### config.mk
export PLATFORM = sky130hd
export DESIGN_NAME = command_line_tokenizer
export DESIGN_NICKNAME = d
export VERILOG_FILES = /design/src/clt_pkg.sv /design/src/clt_parse.sv /design/src/clt_emit.sv /design/src/command_line_tokenizer.sv
export SDC_FILE = /design/constraint.sdc
export NUM_CORES = 1
export LEC_CHECK = 0
export ABC_AREA = 1
export ABC_CLOCK_PERIOD_IN_PS = 5960
export BUFFER_PORTS_ARGS = -buffer_cell sky130_fd_sc_hd__buf_2
export CORE_MARGIN = 3
export CORE_UTILIZATION = 50
export CTS_CLUSTER_SIZE = 40
export DETAILED_ROUTE_END_ITERATION = 8
export PLACE_DENSITY = 0.73
export SETUP_SLACK_MARGIN = 0.5
export SLEW_MARGIN = 20
export SYNTH_ARGS = -nofsm -noshare
export SYNTH_HDL_FRONTEND = slang
export SYNTH_SLANG_ARGS = --single-unit
### constraint.sdc
create_clock -name clk -period 5.96 [get_ports clk]
set_clock_uncertainty 0.15 [all_clocks]
set_input_delay 1.192 -clock clk [delete_from_list [all_inputs] [get_ports clk]]
set_output_delay 1.192 -clock clk [all_outputs]
set_load 0.005 [all_outputs]
### src/clt_pkg.sv
// clt_pkg: shared types and constants for the command line tokenizer.
// Holds the item structs, result kind codes and the split plan passed
// between the parse stage and the result sequencer. No dependencies.
`timescale 1ns / 1ps

package clt_pkg;

  localparam int MAX_PEND_DEF = 32;
  localparam int MAX_ARGS_DEF = 256;

  // Fixed by the state widths: pending count and argument number.
  localparam int PEND_W = 6;
  localparam int ARG_W  = 8;

  localparam logic [7:0] CH_QUOTE     = 8'h22;
  localparam logic [7:0] CH_BACKSLASH = 8'h5C;
  localparam logic [7:0] CH_SPACE     = 8'h20;
  localparam logic [7:0] CH_TAB       = 8'h09;

  typedef enum logic [1:0] {
    KIND_BYTE = 2'd0,
    KIND_END  = 2'd1,
    KIND_OVF  = 2'd2
  } kind_t;

  typedef struct packed {
    logic [7:0] char_in;
    logic       end_of_line;
  } in_item_t;

  typedef struct packed {
    kind_t            kind;
    logic [7:0]       char_out;
    logic [ARG_W-1:0] arg_index;
    logic             last_of_run;
  } out_item_t;

  // Results of one input item, in order: n_a backslashes, optional t1,
  // n_b backslashes, optional end mark. All share one argument number.
  typedef struct packed {
    logic [PEND_W-1:0] n_a;
    logic              t1_v;
    kind_t             t1_kind;
    logic [7:0]        t1_char;
    logic [PEND_W-1:0] n_b;
    logic              t2_v;
    logic [ARG_W-1:0]  arg_index;
  } plan_t;

endpackage

### src/clt_parse.sv
// clt_parse: input register, splitter state and the per-byte split rules.
// Turns each item into a plan_t for clt_emit. Depends on clt_pkg.
`timescale 1ns / 1ps

module clt_parse #(
  parameter int MAX_PENDING_BACKSLASHES = clt_pkg::MAX_PEND_DEF,
  parameter int MAX_ARGUMENTS           = clt_pkg::MAX_ARGS_DEF
) (
  input  logic              clk,
  input  logic              rst_n,
  input  logic              in_valid,
  output logic              in_stall,
  input  clt_pkg::in_item_t in_item,
  output logic              plan_valid,
  output clt_pkg::plan_t    plan,
  input  logic              plan_take
);
  import clt_pkg::*;

  localparam logic [PEND_W-1:0] PEND_MAX = PEND_W'(MAX_PENDING_BACKSLASHES);
  localparam logic [ARG_W-1:0]  ARG_MAX  = ARG_W'(MAX_ARGUMENTS - 1);

  typedef enum logic [2:0] {
    PH_START = 3'd0,
    PH_QPATH = 3'd1,
    PH_BPATH = 3'd2,
    PH_GAP   = 3'd3,
    PH_ARG   = 3'd4
  } phase_t;

  in_item_t          item_r;
  logic              item_v_r;
  phase_t            phase_r, phase_nxt;
  logic [1:0]        qc_r, qc_nxt;
  logic [PEND_W-1:0] pend_r, pend_nxt;
  logic              iqr_r, iqr_nxt;
  logic [ARG_W-1:0]  argn_r, argn_nxt;

  logic [7:0]        c;
  logic              blank;
  logic              plan_empty;
  logic              advance;

  assign c     = item_r.char_in;
  assign blank = (c == CH_SPACE) || (c == CH_TAB);

  always_comb begin
    logic              do_arg;
    logic [1:0]        qc_w;
    logic [PEND_W-1:0] pend_w;
    logic              iqr_w;

    do_arg    = 1'b0;
    plan      = '0;
    plan.t1_kind = KIND_BYTE;
    phase_nxt = phase_r;
    argn_nxt  = argn_r;
    qc_w      = qc_r;
    pend_w    = pend_r;
    iqr_w     = iqr_r;

    case (phase_r)
      PH_QPATH: begin
        plan.t1_v = 1'b1;
        if (c == CH_QUOTE) begin
          plan.t1_kind = KIND_END;
          phase_nxt    = PH_GAP;
        end else begin
          plan.t1_char = c;
        end
      end
      PH_BPATH: begin
        plan.t1_v = 1'b1;
        if (blank) begin
          plan.t1_kind = KIND_END;
          phase_nxt    = PH_GAP;
        end else begin
          plan.t1_char = c;
        end
      end
      PH_GAP: begin
        if (!blank) begin
          if (argn_r < ARG_MAX) argn_nxt = argn_r + 1'b1;
          qc_w      = '0;
          pend_w    = '0;
          iqr_w     = 1'b0;
          phase_nxt = PH_ARG;
          do_arg    = 1'b1;
        end
      end
      PH_ARG: begin
        do_arg = 1'b1;
      end
      default: begin
        // start of the program path; stray codes behave the same
        argn_nxt = '0;
        if (c == CH_QUOTE) begin
          phase_nxt = PH_QPATH;
        end else if (blank) begin
          plan.t1_v    = 1'b1;
          plan.t1_kind = KIND_END;
          phase_nxt    = PH_GAP;
        end else begin
          plan.t1_v    = 1'b1;
          plan.t1_char = c;
          phase_nxt    = PH_BPATH;
        end
      end
    endcase

    if (do_arg) begin
      if (iqr_w && c != CH_QUOTE) begin
        iqr_w = 1'b0;
        if (qc_w == 2'd2) qc_w = 2'd0;
      end
      if (blank && qc_w == 2'd0) begin
        plan.n_a     = pend_w;
        pend_w       = '0;
        plan.t1_v    = 1'b1;
        plan.t1_kind = KIND_END;
        phase_nxt    = PH_GAP;
      end else if (c == CH_BACKSLASH) begin
        if (pend_w >= PEND_MAX) begin
          pend_w       = PEND_MAX;
          plan.t1_v    = 1'b1;
          plan.t1_kind = KIND_OVF;
        end else begin
          pend_w = pend_w + 1'b1;
        end
      end else if (c == CH_QUOTE) begin
        if (!iqr_w) begin
          plan.n_a = pend_w >> 1;
          if (!pend_w[0]) begin
            qc_w = qc_w + 2'd1;
          end else begin
            plan.t1_v    = 1'b1;
            plan.t1_char = CH_QUOTE;
          end
          pend_w = '0;
          iqr_w  = 1'b1;
        end else begin
          qc_w = qc_w + 2'd1;
          if (qc_w == 2'd3) begin
            plan.t1_v    = 1'b1;
            plan.t1_char = CH_QUOTE;
            qc_w         = 2'd0;
          end
        end
      end else begin
        plan.n_a     = pend_w;
        pend_w       = '0;
        plan.t1_v    = 1'b1;
        plan.t1_char = c;
      end
    end

    plan.arg_index = argn_nxt;
    qc_nxt   = qc_w;
    pend_nxt = pend_w;
    iqr_nxt  = iqr_w;

    // end of line: flush what is held, close the open argument, start over
    if (item_r.end_of_line) begin
      if (phase_nxt == PH_QPATH || phase_nxt == PH_BPATH) begin
        plan.t2_v = 1'b1;
      end else if (phase_nxt == PH_ARG) begin
        plan.n_b  = pend_w;
        plan.t2_v = 1'b1;
      end
      phase_nxt = PH_START;
      qc_nxt    = '0;
      pend_nxt  = '0;
      iqr_nxt   = 1'b0;
      argn_nxt  = '0;
    end
  end

  assign plan_empty = (plan.n_a == '0) && !plan.t1_v && (plan.n_b == '0) && !plan.t2_v;
  assign advance    = item_v_r && (plan_empty || plan_take);
  assign plan_valid = item_v_r && !plan_empty;
  assign in_stall   = item_v_r && !advance;

  always_ff @(posedge clk) begin
    if (!rst_n) begin
      item_v_r <= 1'b0;
      phase_r  <= PH_START;
      qc_r     <= '0;
      pend_r   <= '0;
      iqr_r    <= 1'b0;
      argn_r   <= '0;
    end else begin
      if (in_valid && !in_stall) begin
        item_r   <= in_item;
        item_v_r <= 1'b1;
      end else if (advance) begin
        item_v_r <= 1'b0;
      end
      if (advance) begin
        phase_r <= phase_nxt;
        qc_r    <= qc_nxt;
        pend_r  <= pend_nxt;
        iqr_r   <= iqr_nxt;
        argn_r  <= argn_nxt;
      end
    end
  end

  a_pend_bounded: assert property (@(posedge clk) disable iff (!rst_n)
    pend_r <= PEND_MAX)
    else $error("pending backslash count above its limit");

  a_argn_bounded: assert property (@(posedge clk) disable iff (!rst_n)
    argn_r <= ARG_MAX)
    else $error("argument number beyond saturation");

  a_eol_clears: assert property (@(posedge clk) disable iff (!rst_n)
    (advance && item_r.end_of_line) |=>
      (phase_r == PH_START && qc_r == 2'd0 && pend_r == '0 && argn_r == '0))
    else $error("state not cleared after end of line");

endmodule

### src/clt_emit.sv
// clt_emit: expands one plan_t into a run of results, one per cycle unless
// out_stall holds it, into the output register. Depends on clt_pkg.
`timescale 1ns / 1ps

module clt_emit (
  input  logic               clk,
  input  logic               rst_n,
  input  logic               plan_valid,
  input  clt_pkg::plan_t     plan,
  output logic               plan_take,
  output logic               out_valid,
  input  logic               out_stall,
  output clt_pkg::out_item_t out_item
);
  import clt_pkg::*;

  logic              busy_r;
  logic [PEND_W-1:0] na_r, na_nxt;
  logic              t1v_r, t1v_nxt;
  kind_t             t1k_r;
  logic [7:0]        t1c_r;
  logic [PEND_W-1:0] nb_r, nb_nxt;
  logic              t2v_r, t2v_nxt;
  logic [ARG_W-1:0]  arg_r;

  logic              out_valid_r;
  out_item_t         out_item_r;
  out_item_t         res;
  logic              slot_free;
  logic              emit_now;
  logic              last;

  assign slot_free = !out_valid_r || !out_stall;
  assign emit_now  = busy_r && slot_free;

  always_comb begin
    na_nxt  = na_r;
    t1v_nxt = t1v_r;
    nb_nxt  = nb_r;
    t2v_nxt = t2v_r;
    res           = '0;
    res.kind      = KIND_BYTE;
    res.arg_index = arg_r;
    if (na_r != '0) begin
      res.char_out = CH_BACKSLASH;
      na_nxt       = na_r - 1'b1;
    end else if (t1v_r) begin
      res.kind     = t1k_r;
      res.char_out = (t1k_r == KIND_BYTE) ? t1c_r : 8'h00;
      t1v_nxt      = 1'b0;
    end else if (nb_r != '0) begin
      res.char_out = CH_BACKSLASH;
      nb_nxt       = nb_r - 1'b1;
    end else begin
      res.kind = KIND_END;
      t2v_nxt  = 1'b0;
    end
    last = (na_nxt == '0) && !t1v_nxt && (nb_nxt == '0) && !t2v_nxt;
    res.last_of_run = last;
  end

  assign plan_take = !busy_r || (emit_now && last);
  assign out_valid = out_valid_r;
  assign out_item  = out_item_r;

  always_ff @(posedge clk) begin
    if (!rst_n) begin
      busy_r      <= 1'b0;
      out_valid_r <= 1'b0;
    end else begin
      if (plan_take && plan_valid) begin
        busy_r <= 1'b1;
        na_r   <= plan.n_a;
        t1v_r  <= plan.t1_v;
        t1k_r  <= plan.t1_kind;
        t1c_r  <= plan.t1_char;
        nb_r   <= plan.n_b;
        t2v_r  <= plan.t2_v;
        arg_r  <= plan.arg_index;
      end else if (plan_take) begin
        busy_r <= 1'b0;
      end else if (emit_now) begin
        na_r  <= na_nxt;
        t1v_r <= t1v_nxt;
        nb_r  <= nb_nxt;
        t2v_r <= t2v_nxt;
      end
      if (emit_now) begin
        out_valid_r <= 1'b1;
        out_item_r  <= res;
      end else if (!out_stall) begin
        out_valid_r <= 1'b0;
      end
    end
  end

  a_busy_has_work: assert property (@(posedge clk) disable iff (!rst_n)
    busy_r |-> (na_r != '0 || t1v_r || nb_r != '0 || t2v_r))
    else $error("sequencer busy with nothing left to send");

  a_run_continues: assert property (@(posedge clk) disable iff (!rst_n)
    (emit_now && !last) |=> busy_r)
    else $error("run dropped before its last result");

  a_last_frees: assert property (@(posedge clk) disable iff (!rst_n)
    (emit_now && last && !plan_valid) |=> !busy_r)
    else $error("sequencer stays busy after last result");

endmodule

### src/command_line_tokenizer.sv
// command_line_tokenizer: top level of the command line splitter.
// Instantiates clt_parse and clt_emit; depends on clt_pkg.
`timescale 1ns / 1ps

// Splits a command line, fed one byte per item, into argument bytes and
// end-of-argument marks, with a kind-2 result whenever a backslash is
// dropped because the pending count is full. The result sequencer sends one
// result per cycle while out_stall is low; an item with results has 1 to
// MAX_PENDING_BACKSLASHES + 2 of them. Items with no result (blanks between
// arguments, held backslashes, opening quotes) pass without a sequencer run.
// With single-result bytes and no back-pressure the block takes an item every
// cycle. The first result of an item goes through the sequencer load, then
// the output register, before it appears on out_valid.
// in_stall rises while the sequencer still works through a longer run such
// as a flushed backslash run. The line ends only on end_of_line; a zero
// byte is an ordinary byte.
module command_line_tokenizer #(
  parameter int MAX_PENDING_BACKSLASHES = clt_pkg::MAX_PEND_DEF,
  parameter int MAX_ARGUMENTS           = clt_pkg::MAX_ARGS_DEF
) (
  input  logic               clk,
  input  logic               rst_n,
  // byte items in
  input  logic               in_valid,
  output logic               in_stall,
  input  clt_pkg::in_item_t  in_item,
  // result items out
  output logic               out_valid,
  input  logic               out_stall,
  output clt_pkg::out_item_t out_item
);
  import clt_pkg::*;

  plan_t plan;
  logic  plan_valid;
  logic  plan_take;

  // Parse stage: registers the byte, applies the split rules against the
  // held state and describes the whole run of results for that byte.
  clt_parse #(
    .MAX_PENDING_BACKSLASHES (MAX_PENDING_BACKSLASHES),
    .MAX_ARGUMENTS           (MAX_ARGUMENTS)
  ) u_parse (
    .clk        (clk),
    .rst_n      (rst_n),
    .in_valid   (in_valid),
    .in_stall   (in_stall),
    .in_item    (in_item),
    .plan_valid (plan_valid),
    .plan       (plan),
    .plan_take  (plan_take)
  );

  // Sequencer: counts the run down, one result a cycle unless stalled, into the
  // output register; takes the next run in the cycle the last result leaves.
  clt_emit u_emit (
    .clk        (clk),
    .rst_n      (rst_n),
    .plan_valid (plan_valid),
    .plan       (plan),
    .plan_take  (plan_take),
    .out_valid  (out_valid),
    .out_stall  (out_stall),
    .out_item   (out_item)
  );

endmodule
==> results.md <==
- Outcome: complete, no violations
- Worst VDD drop: 111.0 uV
- Reg2reg setup slack: 1.79 ns
- Worst Setup Start Kind: flip-flop
- Gpl congestion: 0.9456
- RSZ-0062 raised after global routing: no
- Pin slew with the least headroom to its limit: 0.9643 ns
- First-pass GRT wire length: 18880 um
- DP Area: 5129 um2
- Syn_area_per_cell: 7.617 um2
- First-pass detailed-route iteration total: 5
- Number of global-route vias before repair: 4004
- Worst min-delay path category: reg2reg
- IO buf count: 33
- Leakage power total: 2.334 nW
- Pins over their slew limit: 0
- Ports: 34
- Final hold slack: 0.2769 ns
- Total power: 1.312 mW
- Final Non-Filler Cells: 803
- Die W: 104.8 um
- Number of buffers created by CTS: 9
- Ys flop type: edfxtp_1
- Routed len/inst: 14.14 um
- Area grow syn2layout: 9.047%
- Final wirelength: 11360 um
- Dpl cells: 787
- Core Rows: 35
- Die height: 104.8 um
- Post-DP HPWL: 8268 um
- GRT Overall Usage: 20.70%
- Final ANT Viol Nets: 0
- Post-layout instance area: 5324 um2
- Critical Path End Type: output port
- Int Pwr: 0.9118 mW
- Antenna Cells: 0
- Flop pwr share: 52.3%
- YS warnings: 0
- Post-synth EDFFs: 60
- Most common cell after layout, fill and taps aside: nand2_1
- Distinct cells, synth: 39
- Initial DRC count: 380
- Initial antenna violation count: 0
- Final cycle utilization of the critical path: 76.62%
- CTS Hold Bufs: 0
- Relative slew margins: 35.53%
- DR DRC count: 0
- Critical Path RT: 4.62 ns
- Pin count of the biggest net entering global routing: 32
- Synth Register Bits: 83
- Initial Util: 52.10%
- Fmax: 0.2190 GHz
- Post-CTS Setup Bufs: 0
- Setup CP Type: reg2out
- Most frequent cells in the layout: 167 x nand2_1, 84 x nor2_1, 83 x inv_1
- Post-layout nets: 690
- Setup TNS: 0 ns
- Maxcap violations: 0
- Cell Pwr Density: 246.5 nW/um2
- Final setup viols: 0
- Worst-path clk slew: 0.09 ns
- Combinational share of power: 16.7%
- Seq/Total Area, Yosys: 46.34%
- Clock sink count: 83
- Sw Ratio: 30.51%
- Post-cts resize count: 0
- Synthesized area: 4882 um2
- Grt ovf: 0
- Post-route worst setup slack: 1.394 ns
- CTS root buffer: clkbuf_8
- Final core utilization: 56.81%
- Mapped Nets: 662
- CP Data Arrival Time: 3.22 ns
- Vias per std cell: 5.369
- Async set-reset flop share out of synthesis: 0%
- Die footprint: 10990 um2
- Syn Inst Count: 641
- Core box area: 9371 um2
- Fin. Hold Viols: 0
- Post-Place Worst Slack: 1.821 ns
- Sw power: 0.4004 mW
- Share of layout cells above drive strength 1: 12.02%
- Minimum clock period: 4.566 ns
- Clock Power Share: 31.0%
- Largest fanout on the critical path: 16
- TritonCTS clock tree: yes
- Vias: 4311
- CTS H-tree lvls: 3
- Clock latency on the worst-skew pair: 0.36 ns
- Max clock buf depth: 2
## registers in the layout (all words and copies together), names as in the netlist
signal / flops
u_parse.item_v_r: 1
u_emit.t1v_r: 1
u_emit.busy_r: 1
u_emit.out_item: 19
u_parse.iqr_r: 1
u_emit.t1c_r: 8
u_parse.item_r: 1
u_parse.qc_r: 2
u_emit.t1k_r: 2
u_emit.out_valid: 1
u_parse.c: 8
u_emit.nb_r: 6
u_emit.arg_r: 8
u_emit.t2v_r: 1
u_parse.argn_r: 8
u_parse.phase_r: 3
u_emit.na_r: 6
u_parse.pend_r: 6
## worst paths after layout
check / startpoint / to / cells after the start
setup reg to reg: u_parse.c[4]$_DFFE_PP_ / u_emit.na_r[2]$_DFFE_PP_ / 16
hold reg to reg: u_emit.arg_r[1]$_DFFE_PP_ / u_emit.out_item[2]$_DFFE_PP_ / 0
hold / removal: u_emit.arg_r[1]$_DFFE_PP_ / u_emit.out_item[2]$_DFFE_PP_ / 0
setup / recovery: u_parse.c[4]$_DFFE_PP_ / in_stall / 17
## critical path, cell delays in order (launching register included)
cell      delay, ns
edfxtp_1       0.40
inv_1          0.10
nand2_1        0.06
nor2_1         0.17
nand2_1        0.36
a31o_2         0.41
ha_1           0.21
nand2_1        0.13
nand2_4        0.11
nor2_4         0.15
nand3_1        0.08
nand2_1        0.10
nand2_1        0.06
inv_1          0.07
nand4_1        0.10
nand3b_1       0.15
inv_1          0.07
buf_2          0.13
## logic make-up (layout without fill, tap and decap cells)
kind of cell / after synthesis / count (layout) / share of synthesized area, %
simple gates: 349 / 349 / 31.88
buf+inv: 113 / 146 / 9.328
compound gates: 84 / 84 / 9.687
flops: 83 / 83 / 46.34
fa+ha+maj: 8 / 8 / 2.050
xor+xnor: 4 / 4 / 0.7175
## power by group through the flow
stage / Clock, mW / Sequential, mW / Combinational [mW]
floorplan: 0 / 0.690 / 0.168
global placement: 0 / 0.697 / 0.208
detailed placement: 0 / 0.699 / 0.214
CTS: 0.409 / 0.685 / 0.215
global route: 0.432 / 0.691 / 0.249
finish: 0.407 / 0.686 / 0.218
## metal layers
metal / global-route usage, % / share of wire [%]
met1: 27.06 / 44
met2: 35.98 / 48
met3: 2.841 / 6.8
met4: 5.623 / 1.7
met5: 0 / 0
## synthesized netlist by cell type (all sizes together), types with 8 or more instances
cell type	number	area share (%)
nand3	52	6.1
a21oi	25	2.6
nor3	8	0.92
nand2	174	14
buf	11	1.5
edfxtp	60	37
ha	8	2.1
nor2	90	7.5
nand4	20	2.6
clkbuf	8	0.62
inv	91	7.0
o21ai	41	4.2
dfxtp	23	9.4
## final cells by class
type,count,area [um2]
fill,892,4048
multi-input combinational,445,2165
inverter,94,352.8
clock buffer,11,152.6
tap,129,161.4
timing repair buffer,36,187.7
sequential,83,2262
clock inverter,5,42.54
Note: power is estimated with default switching activity, not from simulation.
